==> src/hw/rtl/ialucc_pkg.sv <==
// ----------------------------------------------------------------------------
// ialucc_pkg
// Shared types and constants of the immediate ALU with condition codes:
// channel item layouts, operation codes, and the decoded micro-op that
// travels from the front part to the back part.
// ----------------------------------------------------------------------------
`default_nettype none

package ialucc_pkg;

  // Operation codes of the mode field.
  localparam logic [3:0] MODE_OR      = 4'd0;
  localparam logic [3:0] MODE_AND     = 4'd1;
  localparam logic [3:0] MODE_SUB     = 4'd2;
  localparam logic [3:0] MODE_ADD     = 4'd3;
  localparam logic [3:0] MODE_EOR     = 4'd4;
  localparam logic [3:0] MODE_CMP     = 4'd5;
  localparam logic [3:0] MODE_BTST    = 4'd6;
  localparam logic [3:0] MODE_BCLR    = 4'd7;
  localparam logic [3:0] MODE_BSET    = 4'd8;
  localparam logic [3:0] MODE_OR_CCR  = 4'd9;
  localparam logic [3:0] MODE_AND_CCR = 4'd10;
  localparam logic [3:0] MODE_OR_SR   = 4'd11;
  localparam logic [3:0] MODE_AND_SR  = 4'd12;

  // Operand size codes. Code three behaves as a long word.
  localparam logic [1:0] SIZE_BYTE = 2'd0;
  localparam logic [1:0] SIZE_WORD = 2'd1;

  // Bit positions inside the five condition-code bits.
  localparam int unsigned FLAG_C = 0;
  localparam int unsigned FLAG_V = 1;
  localparam int unsigned FLAG_Z = 2;
  localparam int unsigned FLAG_N = 3;
  localparam int unsigned FLAG_X = 4;

  // System byte after reset: supervisor state, interrupt mask seven.
  localparam logic [7:0] SYS_RESET    = 8'h27;
  localparam int unsigned SYS_SUPER   = 5;

  typedef struct packed {
    logic [3:0]  mode;
    logic [1:0]  size;
    logic [31:0] dest_value;
    logic [31:0] immediate;
    logic [7:0]  bit_number;
  } in_item_t;

  typedef struct packed {
    logic [31:0] result_value;
    logic        write_back;
    logic [4:0]  flags_out;
    logic [15:0] status_out;
    logic        privilege_fault;
  } out_item_t;

  // How the back part merges a micro-op into the status state.
  typedef enum logic [2:0] {
    KIND_NOP,      // no state change
    KIND_KEEPX,    // take N Z V C, keep X (logic ops and compare)
    KIND_ARITH,    // take all five flags (add and subtract)
    KIND_BIT,      // take Z only
    KIND_OR_CCR,
    KIND_AND_CCR,
    KIND_OR_SR,
    KIND_AND_SR
  } uop_kind_t;

  typedef struct packed {
    uop_kind_t   kind;
    logic [31:0] result_value;
    logic        write_back;
    logic [4:0]  flags;
    logic [15:0] imm;
  } uop_t;

endpackage

`default_nettype wire

==> src/hw/rtl/ialucc_front.sv <==
// ----------------------------------------------------------------------------
// ialucc_front
// Front part: accepts items and computes everything that does not depend on
// the status state (result value, candidate flags, merge kind).
// ----------------------------------------------------------------------------
`default_nettype none

module ialucc_front (
  input  wire logic                 in_valid,
  output logic                      in_stall,
  input  wire ialucc_pkg::in_item_t in_item,
  input  wire logic                 q_full,
  output logic                      push,
  output ialucc_pkg::uop_t          push_uop
);
  import ialucc_pkg::*;

  logic [31:0] mask;
  logic [31:0] sign_m;
  logic [4:0]  bidx;
  logic [31:0] a;
  logic [31:0] b;
  logic [32:0] sum;
  logic [32:0] dif;
  logic [31:0] sum_r;
  logic [31:0] dif_r;
  logic        carry;
  logic        borrow;
  logic [31:0] bm;
  logic [31:0] logic_r;

  function automatic logic [1:0] nz_of(input logic [31:0] v, input logic [31:0] sm);
    nz_of = {|(v & sm), (v == 32'd0)};
  endfunction

  assign in_stall = q_full;
  assign push     = in_valid && !q_full;

  always_comb begin
    case (in_item.size)
      SIZE_BYTE: begin
        mask   = 32'h0000_00ff;
        sign_m = 32'h0000_0080;
        bidx   = {2'b00, in_item.bit_number[2:0]};
      end
      SIZE_WORD: begin
        mask   = 32'h0000_ffff;
        sign_m = 32'h0000_8000;
        bidx   = {1'b0, in_item.bit_number[3:0]};
      end
      default: begin
        mask   = 32'hffff_ffff;
        sign_m = 32'h8000_0000;
        bidx   = in_item.bit_number[4:0];
      end
    endcase
  end

  always_comb begin
    a      = in_item.dest_value & mask;
    b      = in_item.immediate & mask;
    sum    = {1'b0, a} + {1'b0, b};
    dif    = {1'b0, a} - {1'b0, b};
    sum_r  = sum[31:0] & mask;
    dif_r  = dif[31:0] & mask;
    // Both operands are zero-extended, so bit 32 of the difference is the borrow.
    borrow = dif[32];
    case (in_item.size)
      SIZE_BYTE: carry = sum[8];
      SIZE_WORD: carry = sum[16];
      default:   carry = sum[32];
    endcase
    bm = 32'd1 << bidx;
    case (in_item.mode)
      MODE_OR:  logic_r = a | b;
      MODE_AND: logic_r = a & b;
      default:  logic_r = a ^ b;
    endcase
  end

  always_comb begin
    push_uop.kind         = KIND_NOP;
    push_uop.result_value = 32'd0;
    push_uop.write_back   = 1'b0;
    push_uop.flags        = 5'd0;
    push_uop.imm          = in_item.immediate[15:0];
    case (in_item.mode)
      MODE_OR, MODE_AND, MODE_EOR: begin
        push_uop.kind         = KIND_KEEPX;
        push_uop.result_value = logic_r;
        push_uop.write_back   = 1'b1;
        push_uop.flags        = {1'b0, nz_of(logic_r, sign_m), 2'b00};
      end
      MODE_ADD: begin
        push_uop.kind         = KIND_ARITH;
        push_uop.result_value = sum_r;
        push_uop.write_back   = 1'b1;
        push_uop.flags        = {carry, nz_of(sum_r, sign_m),
                                 |((a ^ sum_r) & (b ^ sum_r) & sign_m), carry};
      end
      MODE_SUB: begin
        push_uop.kind         = KIND_ARITH;
        push_uop.result_value = dif_r;
        push_uop.write_back   = 1'b1;
        push_uop.flags        = {borrow, nz_of(dif_r, sign_m),
                                 |((a ^ b) & (a ^ dif_r) & sign_m), borrow};
      end
      MODE_CMP: begin
        push_uop.kind  = KIND_KEEPX;
        push_uop.flags = {1'b0, nz_of(dif_r, sign_m),
                          |((a ^ b) & (a ^ dif_r) & sign_m), borrow};
      end
      MODE_BTST: begin
        push_uop.kind          = KIND_BIT;
        push_uop.flags[FLAG_Z] = !a[bidx];
      end
      MODE_BCLR: begin
        push_uop.kind          = KIND_BIT;
        push_uop.flags[FLAG_Z] = !a[bidx];
        push_uop.result_value  = a & ~bm & mask;
        push_uop.write_back    = 1'b1;
      end
      MODE_BSET: begin
        push_uop.kind          = KIND_BIT;
        push_uop.flags[FLAG_Z] = !a[bidx];
        push_uop.result_value  = (a | bm) & mask;
        push_uop.write_back    = 1'b1;
      end
      MODE_OR_CCR:  push_uop.kind = KIND_OR_CCR;
      MODE_AND_CCR: push_uop.kind = KIND_AND_CCR;
      MODE_OR_SR:   push_uop.kind = KIND_OR_SR;
      MODE_AND_SR:  push_uop.kind = KIND_AND_SR;
      default:      push_uop.kind = KIND_NOP;
    endcase
  end

endmodule

`default_nettype wire

==> src/hw/rtl/ialucc_queue.sv <==
// ----------------------------------------------------------------------------
// ialucc_queue
// Short first-in first-out queue of decoded micro-ops between the front and
// back parts.
// ----------------------------------------------------------------------------
`default_nettype none

module ialucc_queue #(
  parameter int unsigned DEPTH = 2
) (
  input  wire logic              clk,
  input  wire logic              rst_n,
  input  wire logic              push,
  input  wire ialucc_pkg::uop_t  push_uop,
  output logic                   full,
  input  wire logic              pop,
  output logic                   head_valid,
  output ialucc_pkg::uop_t       head_uop
);
  import ialucc_pkg::*;

  localparam int unsigned PW = (DEPTH > 1) ? $clog2(DEPTH) : 1;
  localparam int unsigned CW = $clog2(DEPTH + 1);

  uop_t          mem_r [DEPTH];
  logic [PW-1:0] wr_ptr_r;
  logic [PW-1:0] wr_ptr_nxt;
  logic [PW-1:0] rd_ptr_r;
  logic [PW-1:0] rd_ptr_nxt;
  logic [CW-1:0] count_r;
  logic [CW-1:0] count_nxt;
  logic          do_push;
  logic          do_pop;

  assign full       = (count_r == CW'(DEPTH));
  assign head_valid = (count_r != '0);
  assign head_uop   = mem_r[rd_ptr_r];
  assign do_push    = push && !full;
  assign do_pop     = pop && head_valid;

  always_comb begin
    wr_ptr_nxt = wr_ptr_r;
    rd_ptr_nxt = rd_ptr_r;
    count_nxt  = count_r;
    if (do_push) begin
      wr_ptr_nxt = (wr_ptr_r == PW'(DEPTH - 1)) ? '0 : wr_ptr_r + 1'b1;
    end
    if (do_pop) begin
      rd_ptr_nxt = (rd_ptr_r == PW'(DEPTH - 1)) ? '0 : rd_ptr_r + 1'b1;
    end
    case ({do_push, do_pop})
      2'b10:   count_nxt = count_r + 1'b1;
      2'b01:   count_nxt = count_r - 1'b1;
      default: count_nxt = count_r;
    endcase
  end

  always_ff @(posedge clk) begin
    if (!rst_n) begin
      wr_ptr_r <= '0;
      rd_ptr_r <= '0;
      count_r  <= '0;
    end else begin
      wr_ptr_r <= wr_ptr_nxt;
      rd_ptr_r <= rd_ptr_nxt;
      count_r  <= count_nxt;
    end
  end

  always_ff @(posedge clk) begin
    if (do_push) begin
      mem_r[wr_ptr_r] <= push_uop;
    end
  end

endmodule

`default_nettype wire

==> src/hw/rtl/ialucc_back.sv <==
// ----------------------------------------------------------------------------
// ialucc_back
// Back part: holds the condition codes and system byte, merges each micro-op
// into them and presents the result item from an output register.
// ----------------------------------------------------------------------------
`default_nettype none

module ialucc_back (
  input  wire logic              clk,
  input  wire logic              rst_n,
  input  wire logic              head_valid,
  input  wire ialucc_pkg::uop_t  head_uop,
  output logic                   pop,
  output logic                   out_valid,
  input  wire logic              out_stall,
  output ialucc_pkg::out_item_t  out_item
);
  import ialucc_pkg::*;

  logic [4:0] flags_r;
  logic [4:0] flags_nxt;
  logic [7:0] sys_r;
  logic [7:0] sys_nxt;
  logic       fault;
  logic       out_valid_r;
  logic       out_valid_nxt;
  out_item_t  out_item_r;
  out_item_t  out_item_nxt;

  assign pop       = head_valid && (!out_valid_r || !out_stall);
  assign out_valid = out_valid_r;
  assign out_item  = out_item_r;

  always_comb begin
    flags_nxt = flags_r;
    sys_nxt   = sys_r;
    fault     = 1'b0;
    case (head_uop.kind)
      KIND_KEEPX: flags_nxt = {flags_r[FLAG_X], head_uop.flags[3:0]};
      KIND_ARITH: flags_nxt = head_uop.flags;
      KIND_BIT: begin
        flags_nxt         = flags_r;
        flags_nxt[FLAG_Z] = head_uop.flags[FLAG_Z];
      end
      KIND_OR_CCR:  flags_nxt = flags_r | head_uop.imm[4:0];
      KIND_AND_CCR: flags_nxt = flags_r & head_uop.imm[4:0];
      KIND_OR_SR, KIND_AND_SR: begin
        if (!sys_r[SYS_SUPER]) begin
          fault = 1'b1;
        end else if (head_uop.kind == KIND_OR_SR) begin
          sys_nxt   = sys_r | head_uop.imm[15:8];
          flags_nxt = flags_r | head_uop.imm[4:0];
        end else begin
          sys_nxt   = sys_r & head_uop.imm[15:8];
          flags_nxt = flags_r & head_uop.imm[4:0];
        end
      end
      default: begin
        flags_nxt = flags_r;
      end
    endcase
    out_item_nxt.result_value    = head_uop.result_value;
    out_item_nxt.write_back      = head_uop.write_back;
    out_item_nxt.flags_out       = flags_nxt;
    out_item_nxt.status_out      = {sys_nxt, 3'b000, flags_nxt};
    out_item_nxt.privilege_fault = fault;
    out_valid_nxt = pop ? 1'b1 : (out_valid_r && out_stall);
  end

  always_ff @(posedge clk) begin
    if (!rst_n) begin
      out_valid_r <= 1'b0;
      flags_r     <= 5'd0;
      sys_r       <= SYS_RESET;
    end else begin
      out_valid_r <= out_valid_nxt;
      if (pop) begin
        flags_r <= flags_nxt;
        sys_r   <= sys_nxt;
      end
    end
  end

  always_ff @(posedge clk) begin
    if (pop) begin
      out_item_r <= out_item_nxt;
    end
  end

endmodule

`default_nettype wire

==> src/hw/rtl/immediate_alu_with_condition_codes.sv <==
// ----------------------------------------------------------------------------
// immediate_alu_with_condition_codes
// Execute unit for immediate-group instructions with condition codes and
// the system byte of the status register.
// ----------------------------------------------------------------------------
// The block takes one item per clock cycle while in_stall is low and returns
// one result item per item, in order. An accepted item is decoded at once and
// written into the queue; the back part then merges it and registers its
// result in the output register that drives the output channel. The sustained
// rate of one item per cycle, while the output is not stalled, is set by the
// back part, which merges each decoded operation into the condition codes and system byte.
// A queue of QUEUE_DEPTH decoded operations sits between the decoder and the
// back part; in_stall rises only when that queue is full, which happens when
// out_stall holds off results while items keep arriving back to back. The
// block keeps the condition codes (X N Z V C) and the system byte, which
// reset to zero and to supervisor state with interrupt mask seven.
// Status-register operations in user state report a privilege fault and
// leave the state unchanged.
`default_nettype none

module immediate_alu_with_condition_codes #(
  // Number of decoded items that can wait between decode and execute.
  parameter int unsigned QUEUE_DEPTH = 2
) (
  input  wire logic                 clk,
  input  wire logic                 rst_n,
  input  wire logic                 in_valid,
  output logic                      in_stall,
  input  wire ialucc_pkg::in_item_t in_item,
  output logic                      out_valid,
  input  wire logic                 out_stall,
  output ialucc_pkg::out_item_t     out_item
);
  import ialucc_pkg::*;

  // Decoded operations flowing from the front part into the queue.
  logic push;
  uop_t push_uop;
  logic q_full;

  // Head of the queue, consumed by the back part.
  logic head_valid;
  uop_t head_uop;
  logic pop;

  // The front part computes the result value and the candidate flags, which
  // depend only on the item itself.
  ialucc_front u_front (
    .in_valid (in_valid),
    .in_stall (in_stall),
    .in_item  (in_item),
    .q_full   (q_full),
    .push     (push),
    .push_uop (push_uop)
  );

  // The queue lets the input side keep accepting items while a result is
  // waiting to be taken on the output side.
  ialucc_queue #(
    .DEPTH (QUEUE_DEPTH)
  ) u_queue (
    .clk        (clk),
    .rst_n      (rst_n),
    .push       (push),
    .push_uop   (push_uop),
    .full       (q_full),
    .pop        (pop),
    .head_valid (head_valid),
    .head_uop   (head_uop)
  );

  // The back part owns the status state and the output register.
  ialucc_back u_back (
    .clk        (clk),
    .rst_n      (rst_n),
    .head_valid (head_valid),
    .head_uop   (head_uop),
    .pop        (pop),
    .out_valid  (out_valid),
    .out_stall  (out_stall),
    .out_item   (out_item)
  );

`ifndef NO_ASSERTIONS
  // A refused status-register operation never asks for a write-back.
  assert property (@(posedge clk) disable iff (!rst_n)
    out_valid |-> !(out_item.privilege_fault && out_item.write_back))
    else $error("privilege fault reported together with write-back");

  // A privilege fault can only come from user state, and since the state is
  // left unchanged the reported status must still show user state.
  assert property (@(posedge clk) disable iff (!rst_n)
    (out_valid && out_item.privilege_fault) |-> !out_item.status_out[8 + SYS_SUPER])
    else $error("privilege fault reported in supervisor state");

  // The low byte of the status carries the same condition codes as flags_out
  // and its unimplemented bits read as zero.
  assert property (@(posedge clk) disable iff (!rst_n)
    out_valid |-> (out_item.status_out[4:0] == out_item.flags_out) &&
                  (out_item.status_out[7:5] == 3'b000))
    else $error("status low byte does not match condition codes");

  // Items without write-back return a zero result value.
  assert property (@(posedge clk) disable iff (!rst_n)
    (out_valid && !out_item.write_back) |-> (out_item.result_value == 32'd0))
    else $error("nonzero result value without write-back");
`endif

endmodule

`default_nettype wire

==> config.mk <==
export PLATFORM = sky130hd
export DESIGN_NAME = immediate_alu_with_condition_codes
export DESIGN_NICKNAME = d
export VERILOG_FILES = /design/src/hw/rtl/ialucc_pkg.sv /design/src/hw/rtl/ialucc_front.sv /design/src/hw/rtl/ialucc_queue.sv /design/src/hw/rtl/ialucc_back.sv /design/src/hw/rtl/immediate_alu_with_condition_codes.sv
export SDC_FILE = /design/constraint.sdc
export NUM_CORES = 1
export LEC_CHECK = 0
export ABC_AREA = 1
export BUFFER_PORTS_ARGS = -buffer_cell sky130_fd_sc_hd__buf_2
export CAP_MARGIN = 20
export CORE_MARGIN = 4
export CORE_UTILIZATION = 38
export CTS_BUF_LIST = sky130_fd_sc_hd__clkbuf_4
export CTS_CLUSTER_SIZE = 30
export DETAILED_ROUTE_END_ITERATION = 8
export SKIP_CTS_REPAIR_TIMING = 1
export SLEW_MARGIN = 30
export SYNTH_ARGS = -nofsm -noshare
export SYNTH_HDL_FRONTEND = slang
export SYNTH_SLANG_ARGS = --single-unit
==> constraint.sdc <==
create_clock -name clk -period 5.9 [get_ports clk]
set_input_delay 1.18 -clock clk [delete_from_list [all_inputs] [get_ports clk]]
set_output_delay 1.18 -clock clk [all_outputs]
set_load 0.05 [all_outputs]
Yosys cells after proc, flatten, opt, wreduce, memory -nomap -nowiden
Memory sizes are Yosys's and may differ from the RTL's. A register that Yosys moved wholly into a read port is not among the register bits. Index checks and enable logic that the tools add are counted.

Flip-flop bits (word level): 70. Memory bits (writable): 114. Input bits: 82. Output and inout bits: 57. Word-level logic and storage cells: 124. Memories kept: 1.

Add/sub/neg operators: 6. Magnitude comparators: 1. Equal/unequal tests: 23. Shift operators: 1. Multiplexer cells: 27. Bitwise gates (word level): 26. Reduce and logical (&&, ||, !) cells: 28.

Memories: u_queue.mem_r (words 2, bits a word 57, read ports 1, clocked after Yosys merged registers in 1, write ports 1, RTL line ialucc_queue.sv:25) `uop_t mem_r [DEPTH];`.

Operator list (number): $and A32 B32 Y32 (15); $pmux W32 S2 (3); $pmux W33 S5 (1); $reduce_or A32 Y1 (5); $xor A32 B32 Y32 (4); $logic_not A32 Y1 (3); $or A32 B32 Y32 (2); $add A32 B32 Y33 (1); $sub A32 B32 Y33 (1); $not A32 Y32 (1); $shl A1 B5 Y32 const A (1); $pmux W5 S6 (1); $mux W8 (3); $pmux W3 S7 (1); $eq A4 B4 Y1 const B (5); $eq A4 B3 Y1 const B (4); $eq A3 B3 Y1 const B (4); $mux W5 (2); $pmux W5 S2 (1); $mux W1 (9); $and A8 B8 Y8 (1); $eq A4 B2 Y1 const B (2); $or A8 B8 Y8 (1); $pmux W2 S2 (2); other kinds (24) (39).

Depth between registers and ports, before layout
Gate-level depths: netlist (run 1).

Depth after elaboration: 10. Mapped depth: 25. Depth with buffers taken out: 23.

Modules after synthesis
From an unflattened synthesis (run 1), not the netlist that was laid out.

Cell total of the unflattened synthesis: 2038. Area total of the unflattened synthesis: 15220.8 um^2.

Modules (own cells, without submodules): ialucc_front (times used 1, cells each 1597, area each 8313.0 um^2, sequential area each 0.0 um^2); ialucc_queue (times used 1, cells each 215, area each 4475.5 um^2, sequential area each 3523.4 um^2); ialucc_back (times used 1, cells each 226, area each 2432.3 um^2, sequential area each 1691.6 um^2).

Worst setup path before layout (run 1)
OpenSTA, ideal clock, no wires.

Path type: in2reg. Start: input port in_item[73] (netlist name). End: memory u_queue.mem_r[0][19] (netlist name) (data pin). Setup time: 0.265 ns. Arrival: 3.850 ns. Slack: 1.784 ns. Stages on the path: 20. Cells stage by stage: buf_2 -> clkbuf_1 -> buf_2 -> buf_2 -> buf_2 -> nand2_1 -> ha_1 -> buf_2 -> nor2_1 -> inv_1 -> nor2_1 -> nand2_1 -> nor2_1 -> nand2_1 -> nand2_1 -> nand2_1 -> nand3_1 -> nor2_1 -> nor3_1 -> o21ai_1.

RTL lines: start, declared (RTL line immediate_alu_with_condition_codes.sv:29) `input wire ialucc_pkg::in_item_t in_item,`; end, declared (RTL line ialucc_queue.sv:25).

==> impl_metrics.yaml, run 1 <==
worst_setup_path:
  crit_required_ns: 6.21
  critPathBufInv: 5
  crit_fanout: 26
  crit_type: "input port to register"
  worstSetupStartpointType: "input port"
  cp.arrival_ns: 4.66
  path_common_cell: "nand2_1"
  cpPeakStageDelay_ns: 0.45
  path_cells: "buf_2 > nor2_2 > inv_2 > nand2_1 > inv_1 > ha_1 > inv_1 > nand2_1 > nor2_1 > nand2_1 > nor2_1 > nand2_1 > nand4_1 > nand3_1 > nand2_1 > inv_1 > nand2_1 > nor2_1 > nand3_1 > nand3_2"
  setup.worst_path.end_class: "register"
  slowest_stage: "inv_2"
  cp_top_family: "simple AND/OR/NAND/NOR gates"
routing:
  first_pass_iters: 6
  met2_length_microns: 26300
  final_antenna_net_count: 0
  wirelength_microns: 61000
  vias_per_cell: 5.43
  post_drt_wl_per_cell_microns: 21.3
  route.met3.wl_microns: 5200
  top_layer: "met4"
  vias: 15600
  met1_length_microns: 28300
  drc: 0
  drt_iter0_drc: 1833
timing:
  final_hold_viol_count: 0
  max_freq_mhz: 230
  rsz0062_at_grt: "false"
  slew_violations: 0
  slew_headroom_pct: 38.2
  fin_skew_ns: 0.0472
  post-route-period-util_pct: 73.7
  finalSetupTns_ns: 0
  worst_pin_slew_ns: 0.917
  timing.final.crit_period_ns: 4.35
  finalSetupViolations: 0
global_route:
  grt_pass1_wl_microns: 89400
  grt_pass1_vias: 14400
  antenna_found_initial: 3
  overflow: 0
  grt_max_degree: 72
  grt_usage_pct: 26.9
layout:
  final_cell_mix: "716 x nand2_1, 341 x inv_1, 198 x nor2_1, 155 x edfxtp_1, 152 x nand3_1"
  final_common_cell: "nand2_1"
  areaGrowthSynthToFinish_pct: 9.22
  seq_area_sq_um: 5040
  multi_input_area_sq_um: 8520
  stdcell_count: 2871
  num-nets-final: 2527
  final_util_pct: 42.0
  drive_above_1_share_pct: 11.6
  fill_cells: 4278
synth:
  synth_enable_flop_cells: 155
  async_reset_ff_share_pct: 0
  synth-seq-cells: 174
  synth.cell_area_sq_um: 15300
  syn_area_per_cell_sq_um: 6.86
  seq_area_frac_synth_pct: 32.9
  synth-main-ff-cell: "edfxtp_1"
  ys_types: 59
  synthCells: 2234
  ys.warnings.count: 0
job:
  max-cap-violations: 0
placed_design:
  dpl.hpwl_microns: 49600
  gp_congestion: 0.990
  dp_cells: 2836
  portBuffers: 132
clock_network:
  worstSkewPairLatency_ns: 0.59
  cts_buffers: 17
  clk_path_buf_depth: 2
  clkTransAtPathRegs_ns: 0.17
  cts_root_buf: "clkbuf_4"
  cts.sinks: 174
  cts_max_level: 4
  cts_tree: "done"
floorplan:
  die_h_microns: 209
  rows: 73
  fp.dieW_microns: 209
  core_sq_um: 39800
  die_area_sq_um: 43600
  initial_utilization_pct: 38.5
  boundaryPins: 139
power:
  power_density_nw_per_um2: 310
  p_leak_nw: 8.41
  irDropWorstVdd_mv: 0.211
min_path:
  hold_class: "register to register"
outcome:
  outcome: "finished clean"
layout make-up:
cell class	count	share of cell area, %
antenna	3	0.0448
clock buffer	19	0.852
clock inverter	13	0.897
inverter	366	8.24
multi-input combinational	1616	50.9
sequential	174	30.1
tap	525	3.92
timing repair buffer	155	5.05
worst paths after layout:
path	from	cells after the start	slack (ns)	to
max	in_item[73]	20	1.55	u_queue.mem_r[1][18]$_DFFE_PP_
min	u_queue.rd_ptr_r$_SDFFE_PN0P_	1	0.47	register
max reg2reg	register	12	3.03	u_back.flags_r[4]$_SDFFE_PN0P_
min reg2reg	u_queue.rd_ptr_r$_SDFFE_PN0P_	1	0.47	register
cells by family after synthesis:
group / synth area share [%]
flops: 32.9
other cells: 0.0245
xor+xnor: 0.400
simple gates: 31.3
compound gates: 14.0
mux: 0.196
buf+inv: 11.7
fa+ha+maj: 9.49
cell usage after synthesis, types with 5 or more instances:
cell type	number	area, sq um
a21oi_1	91	455
a21oi_2	12	105
buf_1	6	22.5
buf_2	33	165
buf_4	13	97.6
clkbuf_1	24	90.1
dfxtp_1	19	380
edfxtp_1	155	4650
ha_1	113	1410
inv_1	342	1280
inv_2	18	67.6
nand2_1	716	2690
nand2_2	7	43.8
nand3_1	152	761
nand4_1	24	150
nor2_1	201	754
nor2_2	7	43.8
nor3_1	15	75.1
nor3_2	5	50.1
o2111ai_1	11	96.3
o211ai_1	8	60.1
o21ai_0	87	435
o21ai_1	17	85.1
o21bai_1	5	37.5
o221ai_1	33	289
o22ai_1	24	150
o311ai_0	19	166
xor2_1	7	61.3
power breakdown:
| part | total, W | leakage, nW | internal [W] | switching (W) |
|---|---|---|---|---|
| Clock | 0.000723 | 0.157 | 0.000271 | 0.000452 |
| Sequential | 0.00186 | 1.64 | 0.00177 | 0.0000894 |
| Combinational | 0.00261 | 6.62 | 0.000599 | 0.00201 |
through the flow:
step                setup slack (ns)  hold slack, ns  area, sq um  total power [W]
detailed placement              1.03           0.440        16400          0.00448
global route                    1.35           0.509        16700          0.00551
global placement                1.05           0.429        16400          0.00444
CTS                             1.68           0.464        16700          0.00520
floorplan                       1.78           0.425        15300          0.00379
finish                          1.55           0.468        16700          0.00519
routing by layer:
layer,up-vias,track usage (%)
li1,7476,-
met1,7388,40.3
met4,0,6.35
met3,53,4.25
met5,-,0
met2,662,40.8
state kept, by name, summed over array words and instances (netlist names), named ones only:
register and cells:
u_queue.rd_ptr_r 1, u_back.out_valid 1, u_back.flags_r 5, u_back.sys_r 8, u_queue.mem_r 108, u_back.out_item 47, u_queue.count_r 2, u_queue.wr_ptr_r 1
Note: power is estimated with default switching activity, not from simulation.
==> inputs of run 2 (changes only) <==
ABC_AREA = 0   (was 1)
clock period = 4.1 ns   (was 5.9 ns; I/O delays follow)
==> run 2 against run 1 <==
  * Worst hold slack better by 0.012 ns
  * Routed wire length is 11% lower
  * Register-to-register slack worse by 1.4 ns
  * Sequential power is 42% higher
  * Core utilization is 9.1 points higher
  * Critical path type unchanged
  * Largest cell class unchanged
==> impl_metrics.yaml, run 2 <==
layout:
  final_cell_mix: "422 x buf_4, 205 x nand2_1, 155 x edfxtp_1, 132 x buf_2, 122 x a21oi_1"
  fill_cells: 3661
  largest_reg_flops: 108
  final_util_pct: 51.1
  num-nets-final: 2308
  areaGrowthSynthToFinish_pct: 32.0
  stdcell_count: 2637
  final_area_sq_um: 19400
  drive_above_1_share_pct: 34.8
  top_register: "u_queue.mem_r"
  final_common_cell: "buf_4"
worst_setup_path:
  crit_type: "input port to register"
  setup.worst_path.end_class: "register"
  cpPeakStageDelay_ns: 0.31
  r2r_setup_slack_ns: 1.63
  slowest_stage: "and4b_1"
  critPathBufInv: 7
  crit_fanout: 12
  path_cells: "buf_2 > or2_4 > buf_12 > nand2_4 > ha_4 > buf_4 > and4b_1 > nand2_1 > a21oi_2 > o32ai_4 > buf_12 > buf_4 > o31ai_2 > buf_4 > nand2_1 > xnor2_2 > and2_1 > buf_4 > a32oi_1 > o221ai_2"
  crit_required_ns: 4.37
  cp.arrival_ns: 4.32
  cp_top_family: "simple AND/OR/NAND/NOR gates"
  worstSetupStartpointType: "input port"
  path_common_cell: "buf_4"
clock_network:
  cts_max_level: 4
  clkTransAtPathRegs_ns: 0.15
  cts_root_buf: "clkbuf_4"
  cts_tree: "done"
  cts_buffers: 17
  clk_path_buf_depth: 2
  cts.sinks: 174
  worstSkewPairLatency_ns: 0.57
synth:
  synth_simple_gate_area_share_pct: 17.6
  synth_xor_area_share_pct: 3.17
  ys_types: 103
  syn_area_per_cell_sq_um: 8.96
  synth_mux_area_share_pct: 8.83
  synthTopCellsByArea: "edfxtp_1 32%, ha_1 9.6%, nand2_1 5.6%, mux2i_1 4.5%, a21oi_1 4.3%"
  synthCells: 1636
  async_reset_ff_share_pct: 0
  synth-adder-area-share_pct: 9.92
  synth_compound_area_share_pct: 19.6
  synth_top_family_by_area: "compound AO/OA/AOI/OAI gates"
  seq_area_frac_synth_pct: 34.3
  post-synth-top-count-cell: "nand2_1"
  synth-seq-cells: 174
  yosysTopAreaCell: "edfxtp_1"
  synth.cell_area_sq_um: 14700
  synth_common_cells: "217 x nand2_1, 155 x edfxtp_1, 125 x a21oi_1, 113 x ha_1, 111 x nor2_1"
  synth-main-ff-cell: "edfxtp_1"
  synth_enable_flop_cells: 155
  synth.top_cell.area_share_pct: 31.8
  ys.warnings.count: 0
routing:
  vias: 14400
  first_pass_iters: 7
  final_antenna_net_count: 0
  wirelength_microns: 54100
  vias_per_cell: 5.46
  drt_iter0_drc: 1288
  drc: 0
  post_drt_wl_per_cell_microns: 20.5
global_route:
  grt_use_met3_pct: 3.92
  grt_use_met2_pct: 39.9
  grt_pass1_vias: 13800
  antenna_found_initial: 2
  grt_usage_pct: 25.2
  grt_max_degree: 60
  grt.busiest_layer: "met2"
  overflow: 0
  grt_pass1_wl_microns: 81200
  use_met1_pct: 35.4
floorplan:
  core_sq_um: 37800
  boundaryPins: 139
  fp.dieW_microns: 204
  initial_utilization_pct: 38.7
  die_h_microns: 204
  rows: 71
  die_area_sq_um: 41800
timing:
  max_freq_mhz: 247
  hold_ws_ns: 0.479
  final_hold_viol_count: 0
  fin_skew_ns: 0.0192
  slew_violations: 0
  slew_headroom_pct: 48.3
  finalSetupViolations: 0
  post-route-period-util_pct: 98.8
  finalSetupTns_ns: 0
  timing.final.crit_period_ns: 4.05
  worst_pin_slew_ns: 0.775
min_path:
  hold_class: "register to register"
job:
  max-cap-violations: 0
power:
  p_leak_nw: 8.66
  power_density_nw_per_um2: 393
  irDropWorstVdd_mv: 0.359
placed_design:
  dpl.hpwl_microns: 44200
  dp_cells: 2600
  gp_congestion: 0.993
  portBuffers: 132
  place_area_sq_um: 18900
outcome:
  outcome: "finished clean"
-- run 2: cell count changes after synthesis, moves of 17 or more --
| cell | delta |
|---|---|
| a21oi_1 | +34 |
| mux2_2 | +38 |
| nand3_1 | -112 |
| nand2_1 | -499 |
| clkbuf_1 | +36 |
| mux2i_1 | +63 |
| inv_1 | -234 |
| o311ai_0 | -17 |
| xnor2_1 | +40 |
| a21o_1 | +18 |
| buf_2 | -27 |
| nor2_1 | -90 |
-- run 2: stage by stage --
stage	setup WS [ns]	total power, W
finish	0.0473	0.00761
global route	-0.000343	0.00804
CTS	-0.0239	0.00760
detailed placement	-0.632	0.00663
global placement	-0.651	0.00658
floorplan	-0.332	0.00529
-- run 2: kinds of logic (layout without fill, tap and decap cells) --
| logic type | count (synthesis) | after routing |
|---|---|---|
| adders and majority gates | 115 | 115 |
| and+or+nand+nor | 538 | 538 |
| AOI/OAI and AO/OA | 424 | 424 |
| DFF | 174 | 174 |
| other | 1 | 5 |
| xor gates and xnor gates | 53 | 53 |
| muxes | 114 | 114 |
| buffers and inverters | 217 | 703 |
-- run 2: power breakdown --
| part | switching, W | internal, W | total, W |
|---|---|---|---|
| clock network | 0.000678 | 0.000285 | 0.000964 |
| logic | 0.00257 | 0.00142 | 0.00399 |
| registers | 0.000157 | 0.00249 | 0.00265 |
| total | 0.00340 | 0.00420 | 0.00761 |
-- run 2: final timing paths --
check / startpoint / endpoint / depth (start not counted)
max: in_item[72] / u_queue.mem_r[0][53]$_DFFE_PP_ / 20
min: u_back.sys_r[3]$_SDFFE_PN0P_ / u_back.sys_r[3]$_SDFFE_PN0P_ / 2
max reg2reg: register / u_back.flags_r[0]$_SDFFE_PN0P_ / 9
min reg2reg: u_back.sys_r[3]$_SDFFE_PN0P_ / u_back.sys_r[3]$_SDFFE_PN0P_ / 2
-- run 2: metal layers --
metal  wire length, microns  share of wire (%)  vias to the layer above
met1                  24100                 45                     6859
met2                  24500                 45                      537
met4                   1630                3.0                        0
li1                       -                  -                     6895
met3                   3790                7.0                       94
met5                      0                  0                        -
-- run 2: tightest hold or removal path: stages, from the launching register on --
cell	delay [ns]
dfxtp_1	0.34
nand2_1	0.05
a21boi_0	0.06
-- run 2: final cells by class --
class / instances / area [sq um] / area share (%)
Timing Repair Buffer: 558 / 3910 / 20.2
Antenna cell: 2 / 5.00 / 0.0259
Sequential cell: 174 / 5040 / 26.0
Multi-Input combinational cell: 1247 / 9040 / 46.7
Clock buffer: 17 / 128 / 0.659
Clock inverter: 15 / 169 / 0.873
Tap cell: 511 / 639 / 3.30
Inverter: 113 / 428 / 2.21
==> inputs of run 3 (changes only) <==
clock period = 4.75 ns   (was 4.1 ns; I/O delays follow)
==> run 3 against run 2 <==
  * Clock-buffer cell count unchanged
  * Routed wire length down 4.6%
  * Cell count down 8.2%
  * Global-route usage down 1.1 points
  * Worst hold slack better by 0.0030 ns
  * Design area down 9.7%
  * Combinational power down 20%
  * Core utilization down 4.9 points
  * First-iteration DRC count down 10%
  * Highest routed layer is now met5
==> impl_metrics.yaml, run 3 (synthesis results as in run 2) <==
routing:
  drt_iter0_drc: 1157
  final_antenna_net_count: 0
  wirelength_microns: 51600
  drc: 0
  vias: 13500
  first_pass_iters: 5
  post_drt_wl_per_cell_microns: 21.3
  vias_per_cell: 5.59
timing:
  rsz0062_at_grt: "false"
  worst_pin_slew_ns: 0.704
  slew_violations: 0
  slew_headroom_pct: 52.2
  final_hold_viol_count: 0
  max_freq_mhz: 222
  fin_skew_ns: 0.0190
  post-route-period-util_pct: 94.9
  finalSetupViolations: 0
  finalWorstSetupSlack_ns: 0.243
  timing.final.crit_period_ns: 4.51
layout:
  drive_above_1_share_pct: 26.0
  final_area_sq_um: 17500
  areaGrowthSynthToFinish_pct: 19.3
  largest_reg_flops: 108
  final_util_pct: 46.2
  num-nets-final: 2092
  top_register: "u_queue.mem_r"
  stdcell_count: 2420
  final_cell_mix: "207 x nand2_1, 207 x buf_4, 155 x edfxtp_1, 132 x buf_2, 125 x a21oi_1"
  fill_cells: 3716
  seq_area_sq_um: 5040
  multi_input_area_sq_um: 8830
floorplan:
  fp.dieW_microns: 204
  die_h_microns: 204
  die_area_sq_um: 41800
  boundaryPins: 139
  rows: 71
  initial_utilization_pct: 38.7
  core_sq_um: 37800
worst_setup_path:
  crit_type: "input port to register"
  crit_fanout: 4
  setup.worst_path.end_class: "register"
  cp.arrival_ns: 4.92
  startpoint: "in_item[40]"
  crit_required_ns: 5.16
  worstSetupStartpointType: "input port"
placed_design:
  dp_slack_ns: -0.245
  dp_cells: 2387
  place_area_sq_um: 17200
  dpl.hpwl_microns: 41700
  portBuffers: 132
  gp_congestion: 1.00
clock_network:
  clk_path_buf_depth: 2
  cts_root_buf: "clkbuf_4"
  cts.sinks: 174
  clkTransAtPathRegs_ns: 0.14
  worstSkewPairLatency_ns: 0.56
  cts_buffers: 17
  cts_tree: "done"
  cts_max_level: 4
global_route:
  grt_pass1_wl_microns: 77500
  overflow: 0
  grt_pass1_vias: 12900
  grt_usage_pct: 24.1
  grt_max_degree: 60
  antenna_found_initial: 3
power:
  power.total_w: 0.00627
  power_density_nw_per_um2: 359
  irDropWorstVdd_mv: 0.261
  p_leak_nw: 7.55
job:
  max-cap-violations: 0
min_path:
  hp-start: "u_back.sys_r[3]$_SDFFE_PN0P_"
  hold_class: "register to register"
outcome:
  outcome: "finished clean"
## run 3: changes by cell type in the layout (fill, tap and decap cells not counted), moves of 3 or more
| cell | change |
|---|---|
| a21oi_1 | +3 |
| a21oi_2 | -3 |
| buf_4 | -215 |
| clkinv_8 | -3 |
| ha_1 | +4 |
| ha_4 | -3 |
| inv_1 | +3 |
| nand2_2 | +3 |
| nand2_4 | -4 |
| o21ai_0 | +3 |
| o21ai_1 | -3 |
## run 3: worst paths after layout
path                                                        to  slack, ns  cells past startpoint
worst min-delay path              u_back.sys_r[3]$_SDFFE_PN0P_       0.48                      2
worst max-delay path            u_queue.mem_r[0][18]$_DFFE_PP_       0.24                     16
worst min register to register    u_back.sys_r[3]$_SDFFE_PN0P_       0.48                      2
worst max register to register  u_back.flags_r[2]$_SDFFE_PN0P_       2.07                      7
## run 3: cell type report
| cell class | instances | area share (%) |
|---|---|---|
| Inverter | 113 | 2.43 |
| Timing Repair Buffer | 342 | 13.0 |
| Clock buffer | 17 | 0.730 |
| Sequential cell | 174 | 28.8 |
| Tap cell | 511 | 3.66 |
| Multi-Input combinational cell | 1247 | 50.5 |
| Clock inverter | 15 | 0.830 |
| Antenna cell | 1 | 0.0143 |
## run 3: power by group
group          internal (W)  switching [W]
registers           0.00215       0.000138
clock network      0.000236       0.000560
logic               0.00105        0.00214
total               0.00343        0.00284
## run 3: worst max-delay path, cell delays in order
cell,delay (ns)
buf_2,0.12
inv_1,0.06
ha_1,0.22
fa_1,0.42
o21ba_2,0.23
or4_1,0.54
a211oi_1,0.41
buf_4,0.18
o22ai_1,0.11
o21ai_0,0.25
xnor2_1,0.24
nor4b_1,0.53
buf_4,0.22
o2111a_1,0.17
a41oi_1,0.12
nand2_1,0.14
## run 3: layer usage
metal	part of all wire, %	wire, microns	track usage, %	vias up
met2	45	23200	38.2	510
met4	3.4	1750	8.28	4
met3	7.6	3930	4.05	89
met5	0.043	22	0	-
li1	-	-	-	6459
met1	44	22700	33.5	6466
## run 3: per-stage QoR
step	TNS [ns]	hold WS (ns)
after CTS	0	0.488
after floorplan	0	0.440
after global routing	0	0.511
after global placement	-1.92	0.451
final	0	0.482
after detailed placement	-2.61	0.466
